==> config.mk <==
export PLATFORM = sky130hd
export DESIGN_NAME = voltammetry_sweep_sequencer
export DESIGN_NICKNAME = d
export VERILOG_FILES = /design/src/hdl/vss_pkg.sv /design/src/hdl/vss_cfg_regs.sv /design/src/hdl/vss_sweep.sv /design/src/hdl/vss_scale.sv /design/src/hdl/voltammetry_sweep_sequencer.sv
export SDC_FILE = /design/constraint.sdc
export NUM_CORES = 2
export LEC_CHECK = 0
export BUFFER_PORTS_ARGS = -buffer_cell sky130_fd_sc_hd__buf_2
export CAP_MARGIN = 20
export CORE_MARGIN = 2
export CORE_UTILIZATION = 57
export CTS_BUF_LIST = sky130_fd_sc_hd__clkbuf_8
export CTS_CLUSTER_DIAMETER = 50
export DETAILED_ROUTE_END_ITERATION = 8
export PLACE_DENSITY = 0.73
export SLEW_MARGIN = 15
export SYNTH_ARGS = -nofsm -noshare
export SYNTH_HDL_FRONTEND = slang
export SYNTH_HIERARCHICAL = 1
export SYNTH_SLANG_ARGS = --single-unit
==> constraint.sdc <==
create_clock -name clk -period 18.96 [get_ports clk]
set_clock_uncertainty 0.15 [all_clocks]
set_input_delay 0.948 -clock clk [delete_from_list [all_inputs] [get_ports clk]]
set_output_delay 0.948 -clock clk [all_outputs]
set_load 0.05 [all_outputs]
==> src/hdl/vss_pkg.sv <==
// Shared types and constants for the voltammetry sweep sequencer.
// Used by every module of the block but vss_checker; no dependencies of its own.

package vss_pkg;

  // Configuration register indexes, in port order.
  typedef enum logic [2:0] {
    CFG_SWEEP_MODE  = 3'd0,
    CFG_START_UV    = 3'd1,
    CFG_TARGET_UV   = 3'd2,
    CFG_STEP_UV     = 3'd3,
    CFG_INITIAL_UV  = 3'd4,
    CFG_CYCLE_LIMIT = 3'd5,
    CFG_GAIN_RANGE  = 3'd6
  } cfg_index_t;

  // Sweep mode codes; the remaining codes only report.
  localparam logic [1:0] MODE_LINEAR = 2'd1;
  localparam logic [1:0] MODE_CYCLIC = 2'd2;

  // Current range codes.
  localparam logic [1:0] GAIN_HOLD = 2'd0;
  localparam logic [1:0] GAIN_LOW  = 2'd1;
  localparam logic [1:0] GAIN_MID  = 2'd2;
  localparam logic [1:0] GAIN_HIGH = 2'd3;

  // Item kinds on the input stream.
  localparam logic ACT_START  = 1'b0;
  localparam logic ACT_SAMPLE = 1'b1;

  localparam int CFG_DATA_W = 23;
  localparam int POT_W      = 24;
  localparam int MV_W       = 13;
  localparam int CUR_W      = 18;
  localparam int ADC_W      = 16;

  // Fixed-point constants, microvolts.
  localparam logic signed [24:0] DAC_OFFSET_UV  = 25'sd2700000;
  localparam logic signed [25:0] TURN_MARGIN_UV = 26'sd100;
  localparam logic signed [39:0] LIN_SCALE      = 40'sd10000;
  // Eight times the 2.5 V mid-scale and eight times one converter code.
  localparam logic signed [26:0] ADC_MID_X8     = 27'sd20000000;
  localparam logic [9:0]         ADC_LSB_X8     = 10'd625;

  // Millivolt rounding: divide by 1000 through a reciprocal, exact below 2^24.
  localparam logic [23:0] MV_HALF  = 24'd500;
  localparam logic [24:0] MV_RECIP = 25'd17179870;
  localparam int          MV_SHIFT = 34;

  // Current ranges: divisors 8*15000, 8*146 and 8*20, exact below 2^25.
  localparam logic [15:0] CUR_HALF_LOW   = 16'd60000;
  localparam logic [15:0] CUR_HALF_MID   = 16'd584;
  localparam logic [15:0] CUR_HALF_HIGH  = 16'd80;
  localparam logic [25:0] CUR_RECIP_LOW  = 26'd36650388;
  localparam logic [25:0] CUR_RECIP_MID  = 26'd58835169;
  localparam logic [25:0] CUR_RECIP_HIGH = 26'd53687092;
  localparam int          CUR_SHIFT_LOW  = 42;
  localparam int          CUR_SHIFT_MID  = 36;
  localparam int          CUR_SHIFT_HIGH = 33;

  typedef struct packed {
    logic [1:0]         sweep_mode;
    logic signed [22:0] start_uv;
    logic signed [22:0] target_uv;
    logic [19:0]        step_uv;
    logic signed [22:0] initial_uv;
    logic [7:0]         cycle_limit;
    logic [1:0]         gain_range;
  } cfg_t;

  // One result between the sweep stage and the scaling stage.
  typedef struct packed {
    logic [POT_W-1:0] dac;
    logic             mv_neg;
    logic [23:0]      mv_mag;
    logic             cur_neg;
    logic [24:0]      cur_mag;
    logic             conv;
    logic             running;
  } prep_t;

endpackage

==> src/hdl/vss_cfg_regs.sv <==
// Configuration register file of the voltammetry sweep sequencer.
// Depends on vss_pkg for the register indexes and the cfg_t bundle.

module vss_cfg_regs
  import vss_pkg::*;
(
  input  logic                  clk,
  input  logic                  rst,
  input  logic                  cfg_valid,
  output logic                  cfg_ready,
  input  logic [2:0]            cfg_index,
  input  logic [CFG_DATA_W-1:0] cfg_data,
  output cfg_t                  cfg
);

  assign cfg_ready = 1'b1;

  always_ff @(posedge clk) begin
    if (rst) begin
      cfg.sweep_mode  <= 2'd0;
      cfg.start_uv    <= 23'sd0;
      cfg.target_uv   <= 23'sd0;
      cfg.step_uv     <= 20'd0;
      cfg.initial_uv  <= 23'sd0;
      cfg.cycle_limit <= 8'd1;
      cfg.gain_range  <= GAIN_LOW;
    end else if (cfg_valid) begin
      unique case (cfg_index_t'(cfg_index))
        CFG_SWEEP_MODE:  cfg.sweep_mode  <= cfg_data[1:0];
        CFG_START_UV:    cfg.start_uv    <= cfg_data;
        CFG_TARGET_UV:   cfg.target_uv   <= cfg_data;
        CFG_STEP_UV:     cfg.step_uv     <= cfg_data[19:0];
        CFG_INITIAL_UV:  cfg.initial_uv  <= cfg_data;
        CFG_CYCLE_LIMIT: cfg.cycle_limit <= cfg_data[7:0];
        CFG_GAIN_RANGE:  cfg.gain_range  <= cfg_data[1:0];
        default: begin
        end
      endcase
    end
  end

endmodule

==> src/hdl/vss_sweep.sv <==
// Input register, sweep state and the first result stage of the sequencer.
// Depends on vss_pkg; feeds vss_scale through a registered prep_t bundle.

module vss_sweep
  import vss_pkg::*;
(
  input  logic             clk,
  input  logic             rst,
  input  cfg_t             cfg,
  input  logic             in_valid,
  output logic             in_ready,
  input  logic             in_action,
  input  logic [ADC_W-1:0] in_code,
  output logic             prep_valid,
  input  logic             prep_ready,
  output prep_t            prep
);

  logic             hold_valid;
  logic             hold_action;
  logic [ADC_W-1:0] hold_code;

  logic signed [POT_W-1:0] potential, potential_next;
  logic                    forward, forward_next;
  logic [7:0]              cycles_done, cycles_done_next;
  logic                    active, active_next;

  logic                    adv, take, is_sample, stepping;
  logic signed [25:0]      pot_ext, start_ext, target_ext, step_ext;
  logic signed [25:0]      pot_up, pot_dn, lin_diff, raw;
  logic signed [39:0]      lin_scaled;
  logic                    turn_hi, turn_lo, lin_end;
  logic [7:0]              cyc_inc;
  logic signed [24:0]      pot25, dac25, mv_abs;
  logic signed [26:0]      num;
  logic [25:0]             cur_abs;
  logic [15:0]             cur_half;
  prep_t                   prep_next;

  assign adv      = !prep_valid || prep_ready;
  assign in_ready = !hold_valid || adv;
  assign take     = hold_valid && adv;
  assign is_sample = (hold_action == ACT_SAMPLE);
  assign stepping  = (cfg.sweep_mode == MODE_LINEAR) || (cfg.sweep_mode == MODE_CYCLIC);

  always_ff @(posedge clk) begin
    if (rst) begin
      hold_valid <= 1'b0;
    end else if (in_ready) begin
      hold_valid <= in_valid;
    end
  end

  always_ff @(posedge clk) begin
    if (in_ready) begin
      hold_action <= in_action;
      hold_code   <= in_code;
    end
  end

  // Step arithmetic, wide enough that no sum wraps before saturation.
  assign pot_ext    = {{2{potential[POT_W-1]}}, potential};
  assign start_ext  = {{3{cfg.start_uv[22]}}, cfg.start_uv};
  assign target_ext = {{3{cfg.target_uv[22]}}, cfg.target_uv};
  assign step_ext   = {6'd0, cfg.step_uv};
  assign pot_up     = pot_ext + step_ext;
  assign pot_dn     = pot_ext - step_ext;
  assign turn_hi    = pot_up > (target_ext - TURN_MARGIN_UV);
  assign turn_lo    = pot_dn < (start_ext + TURN_MARGIN_UV);
  assign cyc_inc    = cycles_done + 8'd1;
  // 10000 * p > 10001 * t is the same as 10000 * (p - t) > t.
  assign lin_diff   = pot_up - target_ext;
  assign lin_scaled = $signed({{14{lin_diff[25]}}, lin_diff}) * LIN_SCALE;
  assign lin_end    = lin_scaled > $signed({{14{target_ext[25]}}, target_ext});

  always_comb begin
    potential_next   = potential;
    forward_next     = forward;
    cycles_done_next = cycles_done;
    active_next      = active;
    raw              = pot_ext;
    if (take) begin
      if (!is_sample) begin
        potential_next   = {cfg.initial_uv[22], cfg.initial_uv};
        forward_next     = 1'b1;
        cycles_done_next = 8'd0;
        active_next      = 1'b1;
      end else if (active && stepping) begin
        if (cfg.sweep_mode == MODE_CYCLIC) begin
          if (forward) begin
            raw = pot_up;
            if (turn_hi) begin
              forward_next = 1'b0;
            end
          end else begin
            raw = pot_dn;
            if (turn_lo) begin
              forward_next     = 1'b1;
              cycles_done_next = cyc_inc;
              if (cyc_inc >= cfg.cycle_limit) begin
                active_next      = 1'b0;
                cycles_done_next = 8'd0;
              end
            end
          end
        end else begin
          raw = pot_up;
          if (lin_end) begin
            active_next      = 1'b0;
            cycles_done_next = 8'd0;
          end
        end
        if (raw > 26'sd8388607) begin
          potential_next = 24'sh7FFFFF;
        end else if (raw < -26'sd8388608) begin
          potential_next = 24'sh800000;
        end else begin
          potential_next = raw[POT_W-1:0];
        end
      end
    end
  end

  always_ff @(posedge clk) begin
    if (rst) begin
      potential   <= '0;
      forward     <= 1'b1;
      cycles_done <= 8'd0;
      active      <= 1'b0;
    end else begin
      potential   <= potential_next;
      forward     <= forward_next;
      cycles_done <= cycles_done_next;
      active      <= active_next;
    end
  end

  // Result fields from the potential before stepping, and the current
  // numerator brought to magnitude plus half the divisor.
  always_comb begin
    case (cfg.gain_range)
      GAIN_LOW:  cur_half = CUR_HALF_LOW;
      GAIN_MID:  cur_half = CUR_HALF_MID;
      GAIN_HIGH: cur_half = CUR_HALF_HIGH;
      default:   cur_half = 16'd0;
    endcase
  end

  assign pot25   = {potential[POT_W-1], potential};
  assign dac25   = DAC_OFFSET_UV - pot25;
  assign mv_abs  = potential[POT_W-1] ? -pot25 : pot25;
  assign num     = ADC_MID_X8 - $signed({1'b0, 26'({10'd0, hold_code} * ADC_LSB_X8)});
  assign cur_abs = num[26] ? 26'(-num) : num[25:0];

  always_comb begin
    prep_next.dac     = dac25[POT_W-1:0];
    prep_next.mv_neg  = potential[POT_W-1];
    prep_next.mv_mag  = mv_abs[23:0] + MV_HALF;
    prep_next.cur_neg = num[26];
    prep_next.cur_mag = 25'(cur_abs + {10'd0, cur_half});
    prep_next.conv    = stepping && (cfg.gain_range != GAIN_HOLD);
    prep_next.running = active_next;
  end

  always_ff @(posedge clk) begin
    if (rst) begin
      prep_valid <= 1'b0;
    end else if (adv) begin
      prep_valid <= take && is_sample && active;
    end
  end

  always_ff @(posedge clk) begin
    if (adv) begin
      prep <= prep_next;
    end
  end

endmodule

==> src/hdl/vss_scale.sv <==
// Scaling stage and result register of the sequencer: reciprocal multiplies
// for the millivolt and current fields, and the held current. Uses vss_pkg.

module vss_scale
  import vss_pkg::*;
(
  input  logic             clk,
  input  logic             rst,
  input  logic [1:0]       gain_range,
  input  logic             prep_valid,
  output logic             prep_ready,
  input  prep_t            prep,
  output logic             out_valid,
  input  logic             out_ready,
  output logic [POT_W-1:0] out_dac,
  output logic [MV_W-1:0]  out_mv,
  output logic [CUR_W-1:0] out_cur,
  output logic             out_running
);

  logic [48:0]      mv_prod;
  logic [14:0]      mv_q;
  logic [MV_W-1:0]  mv_val;
  logic [25:0]      recip;
  logic [59:0]      cur_prod;
  logic [CUR_W-1:0] cur_q, cur_val, cur_next;
  logic [CUR_W-1:0] held_current;
  logic             load;

  assign prep_ready = !out_valid || out_ready;
  assign load       = prep_valid && prep_ready;

  assign mv_prod = {25'd0, prep.mv_mag} * {24'd0, MV_RECIP};
  assign mv_q    = mv_prod[MV_SHIFT +: 15];

  // Saturate to the 13-bit millivolt field.
  always_comb begin
    if (mv_q >= 15'd4096) begin
      mv_val = prep.mv_neg ? 13'h1000 : 13'h0FFF;
    end else if (prep.mv_neg) begin
      mv_val = 13'(-mv_q);
    end else begin
      mv_val = mv_q[MV_W-1:0];
    end
  end

  always_comb begin
    case (gain_range)
      GAIN_LOW:  recip = CUR_RECIP_LOW;
      GAIN_MID:  recip = CUR_RECIP_MID;
      GAIN_HIGH: recip = CUR_RECIP_HIGH;
      default:   recip = 26'd0;
    endcase
  end

  assign cur_prod = {35'd0, prep.cur_mag} * {34'd0, recip};

  always_comb begin
    case (gain_range)
      GAIN_LOW:  cur_q = cur_prod[CUR_SHIFT_LOW +: CUR_W];
      GAIN_MID:  cur_q = cur_prod[CUR_SHIFT_MID +: CUR_W];
      GAIN_HIGH: cur_q = cur_prod[CUR_SHIFT_HIGH +: CUR_W];
      default:   cur_q = '0;
    endcase
  end

  assign cur_val  = prep.cur_neg ? -cur_q : cur_q;
  assign cur_next = prep.conv ? cur_val : held_current;

  always_ff @(posedge clk) begin
    if (rst) begin
      out_valid    <= 1'b0;
      held_current <= '0;
    end else begin
      if (prep_ready) begin
        out_valid <= prep_valid;
      end
      if (load) begin
        held_current <= cur_next;
      end
    end
  end

  always_ff @(posedge clk) begin
    if (load) begin
      out_dac     <= prep.dac;
      out_mv      <= mv_val;
      out_cur     <= cur_next;
      out_running <= prep.running;
    end
  end

endmodule

==> src/hdl/voltammetry_sweep_sequencer.sv <==
// Top level of the voltammetry sweep sequencer: stream ports and packing.
// Instantiates vss_cfg_regs, vss_sweep and vss_scale; uses vss_pkg.

// The sequencer accepts one request per clock cycle when nothing stalls and
// returns a result through the input, prep and result registers. A start
// request (tuser 0) loads the initial potential, sets the sweep direction
// forward and clears the cycle count; it returns nothing. A sample request
// (tuser 1) taken while a run is active returns the DAC setpoint (2.7 V
// minus the potential, in microvolts), the potential before the step in
// rounded millivolts, and the cell current from the converter code in the
// selected gain range (the held one in the hold range or a report mode),
// then steps the potential in linear and cyclic mode. Samples taken with
// no run active are dropped. The result with tlast high is the last of its
// run. The rate is set by the potential update in vss_sweep; the current
// and millivolt divisions are reciprocal multiplies in the following
// stage. Registers are written through the cfg port, which is always
// ready, and should only be changed while no request is in flight.

module voltammetry_sweep_sequencer
  import vss_pkg::*;
(
  input  logic                  clk,
  input  logic                  rst,
  // Input stream.
  input  logic                  s_axis_tvalid,
  output logic                  s_axis_tready,
  input  logic [15:0]           s_axis_tdata,  // [15:0] adc_code
  input  logic [0:0]            s_axis_tuser,  // [0] action
  // Result stream.
  output logic                  m_axis_tvalid,
  input  logic                  m_axis_tready,
  output logic [55:0]           m_axis_tdata,  // [23:0] dac_setpoint_uv, [36:24]
                                               // potential_mv, [54:37] current_report
  output logic                  m_axis_tlast,  // high when the run has ended
  // Configuration write channel.
  input  logic                  cfg_valid,
  output logic                  cfg_ready,
  input  logic [2:0]            cfg_index,
  input  logic [CFG_DATA_W-1:0] cfg_data
);

  cfg_t             cfg;
  prep_t            prep;
  logic             prep_valid, prep_ready;
  logic [POT_W-1:0] out_dac;
  logic [MV_W-1:0]  out_mv;
  logic [CUR_W-1:0] out_cur;
  logic             out_running;

  vss_cfg_regs u_cfg (
    .clk       (clk),
    .rst       (rst),
    .cfg_valid (cfg_valid),
    .cfg_ready (cfg_ready),
    .cfg_index (cfg_index),
    .cfg_data  (cfg_data),
    .cfg       (cfg)
  );

  // The sweep stage owns the potential, direction, cycle count and run flag.
  vss_sweep u_sweep (
    .clk        (clk),
    .rst        (rst),
    .cfg        (cfg),
    .in_valid   (s_axis_tvalid),
    .in_ready   (s_axis_tready),
    .in_action  (s_axis_tuser[0]),
    .in_code    (s_axis_tdata),
    .prep_valid (prep_valid),
    .prep_ready (prep_ready),
    .prep       (prep)
  );

  // The scaling stage finishes the divisions and holds the last current.
  vss_scale u_scale (
    .clk         (clk),
    .rst         (rst),
    .gain_range  (cfg.gain_range),
    .prep_valid  (prep_valid),
    .prep_ready  (prep_ready),
    .prep        (prep),
    .out_valid   (m_axis_tvalid),
    .out_ready   (m_axis_tready),
    .out_dac     (out_dac),
    .out_mv      (out_mv),
    .out_cur     (out_cur),
    .out_running (out_running)
  );

  assign m_axis_tdata = {1'b0, out_cur, out_mv, out_dac};
  assign m_axis_tlast = !out_running;

endmodule

# After elaboration in Yosys (flattened, before gate mapping)

Cells that the tools add are included.

Register bits: 306
Input port bits: 48
Output and inout port bits: 60
Word-level logic and storage cells: 135

Add/subtract/negate cells: 14
$mul: 4
Magnitude comparators: 7
Equal/unequal tests: 16
Muxes and demuxes: 40
Reductions and logical operators: 26

Operators by type and width:

| operator               | count |
|---|---|
| $mux 26                | 5 |
| $mux 24                | 5 |
| $pmux 26 s3            | 1 |
| $mux 8                 | 7 |
| $pmux 18 s3            | 1 |
| $mul 25x26->51         | 1 |
| $mul 24x24->48 const B | 1 |
| $pmux 16 s3            | 1 |
| $gt 40x23->1           | 1 |
| $mux 13                | 3 |
| $mul 26x11->36 const B | 1 |
| $mux 18                | 2 |
| $sub 25x26->27 const A | 1 |
| $gt 26x24->1 const B   | 1 |
| $lt 26x24->1 const B   | 1 |
| $lt 26x26->1           | 1 |
| $mul 16x10->26 const B | 1 |
| $sub 25x23->26         | 1 |
| $add 24x21->25         | 1 |
| $add 25x16->25         | 1 |
| $gt 25x24->1           | 1 |
| $mux 25                | 1 |
| $neg 25->25            | 1 |
| $sub 24x21->25         | 1 |
| 26 further kinds       | 66 |

# Depth between registers and ports, before layout

Depth in word-level cells: 11
Mapped depth: 53
Mapped depth without buffers: 53

# Hierarchy

Netlist, hierarchy kept.

By module, submodules not included:

| module                      | times used | cells each | area an instance (µm²) | seq. area each (µm²) |
|---|---|---|---|---|
| vss_scale                   | 1          | 3232       | 30883.4                | 2062.0 |
| vss_sweep                   | 1          | 2511       | 21581.9                | 3513.4 |
| vss_cfg_regs                | 1          | 363        | 4050.1                 | 2021.9 |
| voltammetry_sweep_sequencer | 1          | 3          | 15.0                   | 0.0 |

# Least setup slack after synthesis

Ideal clock, no wire load.

Kind: reg2reg
From: reg u_cfg/cfg[1] (netlist name)
To: reg u_scale.out_cur[17], data pin
Library setup time: 0.272 ns
Arrival: 10.146 ns
Data required time: 18.538 ns
Setup slack: 8.391 ns
Stages on the path, launching flop included: 40
Path buffers: 6
Clock period less this slack: 10.569 ns
Path through: dfxtp_1 > clkbuf_1 > inv_1 > ha_1 > nand2b_1 > clkbuf_1 > clkbuf_1 > nand2_1 > clkbuf_1 > clkbuf_1 > nand2_1 > fa_1 > inv_1 > fa_1 > inv_1 > fa_1 > inv_1 > fa_1 > [... 4 more ...] > inv_1 > fa_1 > inv_1 > ha_1 > a21o_1 > a21o_1 > a21oi_1 > o211ai_2 > nor4_1 > nor3_1 > or4_4 > a2111o_1 > or2_1 > clkbuf_2 > or3_4 > o311a_1 > a311oi_1 > a21oi_1

Word-level cells in the longest chain between the ends: 7
Elaborated cells between the ends (all ways): 9
Classes of those cells: add/sub (1); mul (1); eq/ne (3); mux (4)

Ends and longest elaborated chain:

| element                                  | RTL line                         | RTL |
|---|---|---|
| $eq 2x2->1 or $eq 2x1->1 (tied branches) | vss_scale.sv:48, vss_scale.sv:59 |  |
| $pmux 26 s3                              | vss_scale.sv:48                  | `case (gain_range)` |
| $mul 25x26->51                           | vss_scale.sv:56                  | `assign cur_prod = {35'd0, prep.cur_mag} * {34'd0, recip};` |
| $pmux 18 s3 (*)                          | vss_scale.sv:59                  | `case (gain_range)` |
| $neg 18->18                              | vss_scale.sv:67                  | `assign cur_val = prep.cur_neg ? -cur_q : cur_q;` |
| $mux 18 (*)                              | vss_scale.sv:67                  |  |
| $mux 18 (*)                              | vss_scale.sv:68                  | `assign cur_next = prep.conv ? cur_val : held_current;` |
| net u_scale.cur_next[17]                 | vss_scale.sv:26                  | `logic [CUR_W-1:0] cur_q, cur_val, cur_next;` |
| end signal, assigned                     | vss_scale.sv:88                  | `out_cur <= cur_next;` |
| end, declared                            | vss_scale.sv:17                  | `output logic [CUR_W-1:0] out_cur,` |

Mark *: on every way through the listed nets, which the timed path passes. The rest lies on a longest branch.
A chain may end at the register's enable or synchronous reset.

# Worst setup path in the final report

From: reg u_cfg/cfg[1] (netlist name)
To: reg u_scale.out_cur[17], data pin

Word-level cells in the longest chain between the ends: 7
Elaborated cells between the ends (all ways): 9
Classes of those cells: add/sub (1); mul (1); eq/ne (3); mux (4)

Ends and longest elaborated chain:

| element                                  | RTL line |
|---|---|
| $eq 2x2->1 or $eq 2x1->1 (tied branches) | vss_scale.sv:48, vss_scale.sv:59 |
| $pmux 26 s3                              | vss_scale.sv:48 |
| $mul 25x26->51                           | vss_scale.sv:56 |
| $pmux 18 s3 (*)                          | vss_scale.sv:59 |
| $neg 18->18                              | vss_scale.sv:67 |
| $mux 18 (*)                              | vss_scale.sv:67 |
| $mux 18 (*)                              | vss_scale.sv:68 |
| net u_scale.cur_next[17]                 | vss_scale.sv:26 |

Marked as above.

==> out/metrics.cfg <==
[synthesis]
synth.avg_cell_area_um2=9.25
async_reset_ff_share_pct=0
synth_warnings=6
synth_top_area_share_pct=26.6
ys_seq_area_share_pct=13.4
syn_area_um2=56500
synthTopCellsByCount=inv_1, ha_1, fa_1
synth_flop_cell=dfxtp_1
synth_edf_count=149
ys_types=119
yosysMostFrequentCell=inv_1
yosysTopAreaCell=fa_1
syn_nets=7796
synthCells=6109
synth_area_leaders=fa_1, ha_1, inv_1, edfxtp_1, dfxtp_1
ys_seq_elements=305

[timing]
setup_viol=0
max_freq_mhz=83.7
final-max-slew-violation-count=0
setup_tns_ps=0
fin_crit_sh_pct=63.0
worst_slew_pin_slew_ps=1100
hold-worst-slack_ps=231
rsz0062_at_grt=false
finalHoldViolCount=0
finalCriticalPeriod_ps=11940
slew_headroom_pct=26.5

[global_routing]
antenna_found_initial=2
grtUsageTotal_pct=29.7
grt-ovfl-total=0
grt_pass1_vias=43600
grt_max_degree=84
grt_pass1_wl_um=238000

[drt]
wire_per_inst_um=19.7
drc=0
drt-total-wl_um=148000
viasPerCell=5.68
num_vias=42600
drt_iter0_drc=3325
ant_nets=0
first_pass_iters=6

[placed_design]
place_inst=7379
gp_congestion=1.00
port_buffers=105
place_hpwl_um=124000

[cells_and_area]
finalNonFillerCells=7499
drive_above_1_share_pct=5.32
nNetsFinal=7842
post-route-util_pct=60.6
syn_to_final_growth_pct=5.33

[clock_tree]
cts-root-buf=clkbuf_8
htreeDepth=2
hold_buffers=0
path_clk_slew_ps=60
cts_max_path_buffers=3
post_cts_resize_count=0
numCtsBuffers=61
clock-sinks=305
cts_tree=yes
worstSkewPairLatency_ps=760
cts_setup_buffers=0

[critical_path]
path_class=reg -> reg
startpoint_type=flip-flop
cp_max_fo=30
crit_path_max_incr_delay_ps=730
crit_start=u_cfg/cfg[1]
regToRegStartpoint=u_cfg/cfg[1]
critical_path.most_common_cell=inv_1
path_delay_family=adder cells
required_ps=19260
critPathSlowestCell=a221oi_1
arrival_ps=12250
worst-path-buf-inv=10
setup.worst_path.end_class=flip-flop

[floorplanning]
dieArea_um2=102000
row_count=115
start_util_pct=57.5
core_area_um2=98300
ioPinCount=108
die-width_um=319
die_height_um=319

[worst_hold_path]
worstHoldStart=s_axis_tuser
hp-class=in -> reg

[status]
outcome=completed

[job]
max_cap_violations=0

flip-flops by register name (all words and copies together), names as in the netlist, 13 cells and up:
name,cells
u_scale/out_cur,18
u_sweep/hold_code,16
u_scale/out_dac,24
u_scale/held_current,18
u_cfg/cfg,101
u_sweep/potential,24
u_sweep/prep,76
u_scale/out_mv,13
final timing paths:
kind	slack, ps	cells after the start	end
min	230	1	u_sweep/hold_action
max	7020	37	u_scale/out_cur[17]
min reg2reg	270	0	u_scale/out_dac[17]
max reg2reg	7020	37	u_scale/out_cur[17]
cell type report:
| type | count | area [µm²] |
|---|---|---|
| Antenna cell | 4 | 10.0 |
| Clock buffer | 68 | 936 |
| Clock inverter | 48 | 363 |
| Fill cell | 8494 | 38700 |
| Inverter | 1314 | 4930 |
| Multi-Input combinational cell | 4336 | 43300 |
| Sequential cell | 305 | 7600 |
| Tap cell | 1287 | 1610 |
| Timing Repair Buffer | 137 | 768 |
stage by stage:
step           area, µm²  setup WS [ps]
2_1_floorplan      56500           8390
4_1_cts            59500           7180
5_1_grt            59500           6140
3_3_place_gp       58200           7290
6_report           59500           7020
3_5_place_dp       58200           7230
kinds of logic after synthesis:
group	after synthesis	synth area share, %
xor+xnor	314	4.88
simple gates	1299	12.0
compound gates	951	11.2
mux	131	2.35
other cells	2	0.0133
fa+ha+maj	1639	46.3
flops	305	13.4
buf+inv	1468	9.94
layout by cell type, fill, tap and decap left out, drive strengths merged, types with 68 or more instances in the layout:
| cell type | Yosys | routed |
|---|---|---|
| inv | 1310 | 1330 |
| ha | 887 | 887 |
| fa | 752 | 752 |
| nand2 | 336 | 336 |
| a21oi | 278 | 278 |
| nor2 | 236 | 236 |
| xnor2 | 218 | 218 |
| nand2b | 181 | 181 |
| o21ai | 158 | 158 |
| dfxtp | 156 | 156 |
| edfxtp | 149 | 149 |
| a21o | 147 | 147 |
| buf | 30 | 137 |
| mux2i | 116 | 116 |
| and2 | 98 | 98 |
| xor2 | 96 | 96 |
| nand3 | 87 | 87 |
| nor3 | 75 | 75 |
| clkbuf | 124 | 68 |
metal layers:
layer | global-route usage (%) | vias up | part of all wire (%)
met1 | 42.0 | 20700 | 45
li1 | - | 20200 | -
met4 | 9.51 | 0 | 3.5
met3 | 4.46 | 270 | 6.9
met2 | 46.8 | 1390 | 45
met5 | 0 | - | 0
Power is not shown: default switching activity piles up to over one toggle a cycle in this logic, so the estimate is an artifact.
